===== src/rtl/core/plfs_pkg.sv =====
`timescale 1ns / 1ps
// Package for the priority level FIFO set: sizes, codes, payload structs
// and the command and status structs between controller and datapath.
// No dependencies.
package plfs_pkg;

  localparam int NUM_LEVELS  = 4;
  localparam int LEVEL_DEPTH = 64;
  localparam int ADDR_WIDTH  = 64;

  localparam int LVL_W     = (NUM_LEVELS > 1) ? $clog2(NUM_LEVELS) : 1;
  localparam int PTR_W     = $clog2(LEVEL_DEPTH);
  localparam int CNT_W     = $clog2(LEVEL_DEPTH + 1);
  localparam int MEM_DEPTH = NUM_LEVELS * LEVEL_DEPTH;
  localparam int MEM_AW    = $clog2(MEM_DEPTH);

  localparam logic ACT_PUSH = 1'b0;
  localparam logic ACT_POP  = 1'b1;

  localparam logic [1:0] ST_DONE  = 2'd0;
  localparam logic [1:0] ST_EMPTY = 2'd1;
  localparam logic [1:0] ST_FULL  = 2'd2;

  typedef struct packed {
    logic        action;
    logic [1:0]  level;
    logic [63:0] addr;
  } req_t;

  typedef struct packed {
    logic [1:0]  status;
    logic [1:0]  out_level;
    logic [63:0] out_addr;
  } rsp_t;

  typedef enum logic {
    S_IDLE,
    S_READ
  } ctrl_state_t;

  typedef struct packed {
    logic accept;
    logic load_now;
    logic load_ram;
  } plfs_cmd_t;

  typedef struct packed {
    logic pop_hit;
  } plfs_sts_t;

endpackage


===== src/rtl/core/plfs_ctrl.sv =====
`timescale 1ns / 1ps
// Controller for the priority level FIFO set: handshakes and sequencing.
// Depends on plfs_pkg.
module plfs_ctrl (
  input  logic                clk,
  input  logic                rst,
  input  logic                req_valid,
  output logic                req_ready,
  output logic                rsp_valid,
  input  logic                rsp_ready,
  input  plfs_pkg::plfs_sts_t sts,
  output plfs_pkg::plfs_cmd_t cmd
);

  plfs_pkg::ctrl_state_t state, state_next;
  logic rsp_valid_next;

  always_ff @(posedge clk) begin
    if (rst) begin
      state     <= plfs_pkg::S_IDLE;
      rsp_valid <= 1'b0;
    end else begin
      state     <= state_next;
      rsp_valid <= rsp_valid_next;
    end
  end

  always_comb begin
    state_next   = state;
    req_ready    = 1'b0;
    cmd.accept   = 1'b0;
    cmd.load_now = 1'b0;
    cmd.load_ram = 1'b0;
    case (state)
      plfs_pkg::S_IDLE: begin
        req_ready  = !rsp_valid || rsp_ready;
        cmd.accept = req_valid && req_ready;
        if (cmd.accept) begin
          if (sts.pop_hit) begin
            state_next = plfs_pkg::S_READ;
          end else begin
            cmd.load_now = 1'b1;
          end
        end
      end
      plfs_pkg::S_READ: begin
        cmd.load_ram = 1'b1;
        state_next   = plfs_pkg::S_IDLE;
      end
      default: begin
        state_next = plfs_pkg::S_IDLE;
      end
    endcase
    if (cmd.load_now || cmd.load_ram) begin
      rsp_valid_next = 1'b1;
    end else if (rsp_ready) begin
      rsp_valid_next = 1'b0;
    end else begin
      rsp_valid_next = rsp_valid;
    end
  end

endmodule


===== config.mk =====
export PLATFORM = sky130hd
export DESIGN_NAME = plfs_ctrl
export DESIGN_NICKNAME = d
export VERILOG_FILES = /design/src/rtl/core/plfs_pkg.sv /design/src/rtl/core/plfs_ctrl.sv
export SDC_FILE = /design/constraint.sdc
export NUM_CORES = 1
export LEC_CHECK = 0
export BUFFER_PORTS_ARGS = -buffer_cell sky130_fd_sc_hd__buf_2
export CAP_MARGIN = 5
export CORE_AREA = 2 2 39 41
export CTS_BUF_LIST = sky130_fd_sc_hd__clkbuf_2 sky130_fd_sc_hd__clkbuf_4 sky130_fd_sc_hd__clkbuf_8
export DETAILED_ROUTE_END_ITERATION = 8
export DIE_AREA = 0 0 41 43
export GPL_TIMING_DRIVEN = 0
export PLACE_DENSITY = 0.3
export SETUP_SLACK_MARGIN = 0.3
export SLEW_MARGIN = 10
export SYNTH_ARGS = -nofsm -noshare
export SYNTH_HDL_FRONTEND = slang
export SYNTH_SLANG_ARGS = --single-unit

===== constraint.sdc =====
create_clock -name clk -period 0.8 [get_ports clk]
set_input_delay 0.04 -clock clk [delete_from_list [all_inputs] [get_ports clk]]
set_output_delay 0.04 -clock clk [all_outputs]
set_load 0.05 [all_outputs]

**Word level (Yosys, flattened, before mapping)**

Cells that the tools add are included.

- Bits in registers: 2
- Input bits: 5
- Output and inout bits: 5

- Mux-type cells: 10
- Bitwise gates (word level): 1
- Reductions and logical operators: 5

Operators with widths:

| kind | count |
|---|---|
| two-way mux 1 bit | 8 |
| logical OR 1 bit | 2 |
| two-way mux 2 bit | 1 |
| case mux 1 bit (2 select lines) | 1 |
| nonzero test 2 bit | 1 |
| logical AND 1 bit | 1 |
| zero test 1 bit | 1 |
| inverter 1 bit | 1 |

**Logic depth before layout (Yosys ltp)**

- Depth in word-level cells: 7
- Gate-level depth with buffers: 2

**Worst setup path after synthesis**

OpenSTA, ideal clock, no wires.

- Kind: register -> output
- Start: register rsp_valid
- End: output cmd[1] in the netlist's numbering
- Arrival: 1.618 ns
- Required time: 0.760 ns
- Path slack: -0.858 ns
- Stages on the path, launching flop included: 3
- Path through: dfxtp_1 nor2b_1 nor4b_2

RTL lines:

| item | RTL line | RTL |
|---|---|---|
| start, declared | plfs_ctrl.sv:9 | `output logic rsp_valid,` |
| start signal, assigned | plfs_ctrl.sv:24 | `rsp_valid <= rsp_valid_next;` |
| end, declared | plfs_ctrl.sv:12 | `output plfs_pkg::plfs_cmd_t cmd` |

==> impl_results.md <==
- Syn Std Cell Area: 116.4 µm²
- Die X: 41 µm
- Worst Setup SP: rsp_valid
- Reg2Reg Depth: 3
- Total Neg Setup Slack: -1.250 ns
- Pwr Density: 1507 nW/µm²
- Hold Path End: rsp_valid
- Max stage delay cell, worst path: dfxtp_4
- Sequential fraction of the synthesis area: 34.41%
- CP Launch Type: register
- Starting density of the core: 8.409%
- Drt wl/cell: 8.565 µm
- Post-synth EDFFs: 0
- Routed Antenna Nets: 0
- Final WS setup: -0.3362 ns
- Failing checks: negative setup slack
- Worst r2r src: rsp_valid
- Layout cells sized above 1: 90.00%
- Critical Path Sink Type: output pin
- # diodes: 0
- Status: complete, but fails checks
- Combinational group share of total power: 38.4%
- CP Max Fanout: 3
- Net count, final: 37
- Grt total ovfl: 0
- Internal Power: 0.0003732 W
- Async set-reset flop share out of synthesis: 0%
- Largest net degree at the start of global routing: 5
- Die area: 1763 µm²
- Finished Layout Cells: 46
- Highest Clock Rate: 880.1 MHz
- Synth area leader: dfxtp_1
- CTS tree: built
- Gate Count Post-Synth: 13
- Worst vdd ir: 594.2 µV
- Hold Vio Cnt, Final: 0
- Util after Layout: 26.13%
- Yosys top cell area share: 34.41%
- Minimum clock period: 1.136 ns
- Clock power frac: 41.4%
- Top post-synthesis cells by count: 2 x dfxtp_1, 2 x nand2b_1, 2 x nor2b_1
- Initial DRT Pass Iterations: 4
- CP required: 0.76 ns
- Seq cells post-synth: 2
- # rows: 14
- Final setup skew: 0.0008673 ns
- Area of the core: 1384 µm²
- Total routed wirelength: 394 µm
- Slew Viols, Final: 0
- Vias: 166
- GRT Overall Usage: 5.706%
- Relative slew margins: 86.27%
- Final design area excluding fillers: 361.6 µm²
- Initial drt markers: 6
- Switch share: 31.50%
- Crit path cell chain: buf_4 > nand2b_4 > and3_4 > buf_8
- Clock root buffer: clkbuf_4
- WS Path Type: reg -> out
- Vias in the first global route: 174
- Least-Margin Pin Slew: 0.2051 ns
- Static Leak: 0.1577 nW
- Die Y: 43 µm
- Flop pwr share: 20.2%
- Io pins: 10
- TritonCTS Buffers: 3
- DP Area: 220.2 µm²
- Synth Flop Type: dfxtp_1
- Placed cell count: 38
- Vias per cell: 3.609
- H-tree Lvls: 1
- Hold Crit Depth: 2
- CTS max path bufs: 2
- Top cells by area, synth: dfxtp_1 34%, nor4b_2 13%, nand2b_1 11%
- Sw Pwr: 0.0001716 W
- Count of different cell masters after synthesis: 10
- Initial antenna violation count: 0
- Net Count, Synth: 18
- Area Overhead vs Synth: 210.8%
- Drt drc: 0
- Yosys warning count: 0
- First-pass GRT wire length: 621 µm
- Largest stage delay on the critical path: 0.33 ns
- Worst hold-check path type: in -> reg
- Max-cap violations: 0
- FF-to-FF End: state
- Clock Latency Late Sink: 0.22 ns
- Synth Area per Inst: 8.951 µm²
- Number of port buffers: 9
- Critical Path AT: 1.10 ns
- R2R Setup Slk: -0.03 ns
- Clock transition at path regs: 0.03 ns
- Fin crit share: 142.0%
- Hold path startpoint: rst
- Final setup vio count: 6
- Routability cong.: 0.6402
- RSZ-0062 raised after global routing: yes
- Sink Count: 2
[flip-flops by register name (all words and copies together) (netlist names)]
| name | flops |
|---|---|
| rsp_valid | 1 |
| state | 1 |
[metrics by stage]
step	power, W	worst slack [ns]	hold slack, ns
floorplan	0.0002118	-0.4389	0.09971
detailed placement	0.0002458	-0.2473	0.2138
global placement	0.0002457	-0.2388	0.2126
global route	0.0005741	-0.3822	0.001069
finish	0.0005448	-0.3362	0.005156
CTS	0.0005313	-0.3512	-0.02384
[power by group through the flow]
stage / clock (W) / sequential (W) / combinational, W
floorplan: 0 / 0.000124 / 0.0000875
global placement: 0 / 0.000113 / 0.000133
detailed placement: 0 / 0.000113 / 0.000133
CTS: 0.000236 / 0.000110 / 0.000185
global route: 0.000244 / 0.000111 / 0.000219
finish: 0.000226 / 0.000110 / 0.000209
[how the worst max path moves through the flow]
stage	endpoint	slack, ns	depth (start not counted)
6_report	cmd[2]	-0.34	4
5_1_grt	cmd[1]	-0.38	3
4_1_cts	cmd[1]	-0.35	3
3_5_place_dp	cmd[1]	-0.25	3
3_3_place_gp	cmd[1]	-0.24	3
2_1_floorplan	cmd[1]	-0.44	2
[routing by layer]
| metal | vias up | global-route usage (%) | routed length, µm |
|---|---|---|---|
| met5 | - | 0 | 0 |
| met4 | 0 | 4.000 | 0 |
| met3 | 0 | 5.236 | 47 |
| met2 | 8 | 7.500 | 184 |
| met1 | 80 | 5.414 | 162 |
| li1 | 78 | - | - |
[kinds of logic (layout without fill, tap and decap cells)]
kind of cell | after synthesis | after routing | share of synthesized area, %
DFF | 2 | 2 | 34.41
buffers and inverters | 2 | 19 | 9.677
and+or+nand+nor | 8 | 8 | 50.53
AOI/OAI and AO/OA | 1 | 1 | 5.380
[worst max-delay path, delay by kind of cell (launching register included)]
family / cells / cell delay (ns)
flops: 1 / 0.33
buf+inv: 2 / 0.29
simple gates: 2 / 0.26
[area by class of cell]
type | instances | area, µm²
repair buffers | 14 | 136.4
fillers | 147 | 1022
well taps | 16 | 20.02
flip-flops and latches | 2 | 47.55
multi-input cells | 9 | 116.4
clock buffers | 3 | 22.52
inverters | 1 | 3.754
plain buffers | 1 | 15.01
[timing repair]
item,CTS,global route
setup buffers,4,1
resized for setup,14,7
endpoints found under the hold margin,1,0
endpoints found under the setup margin,7,7
pin swaps,3,1
[cells in the final DEF, fill, tap and decap left out, drive strengths merged]
cell type,n
clkbuf,3
buf,15
nor2,1
nand2b,2
inv,1
and4,1
and3,1
a31oi,1
nor2b,2
dfxtp,2
nor4b,1
(Power assumes the default switching activity.)
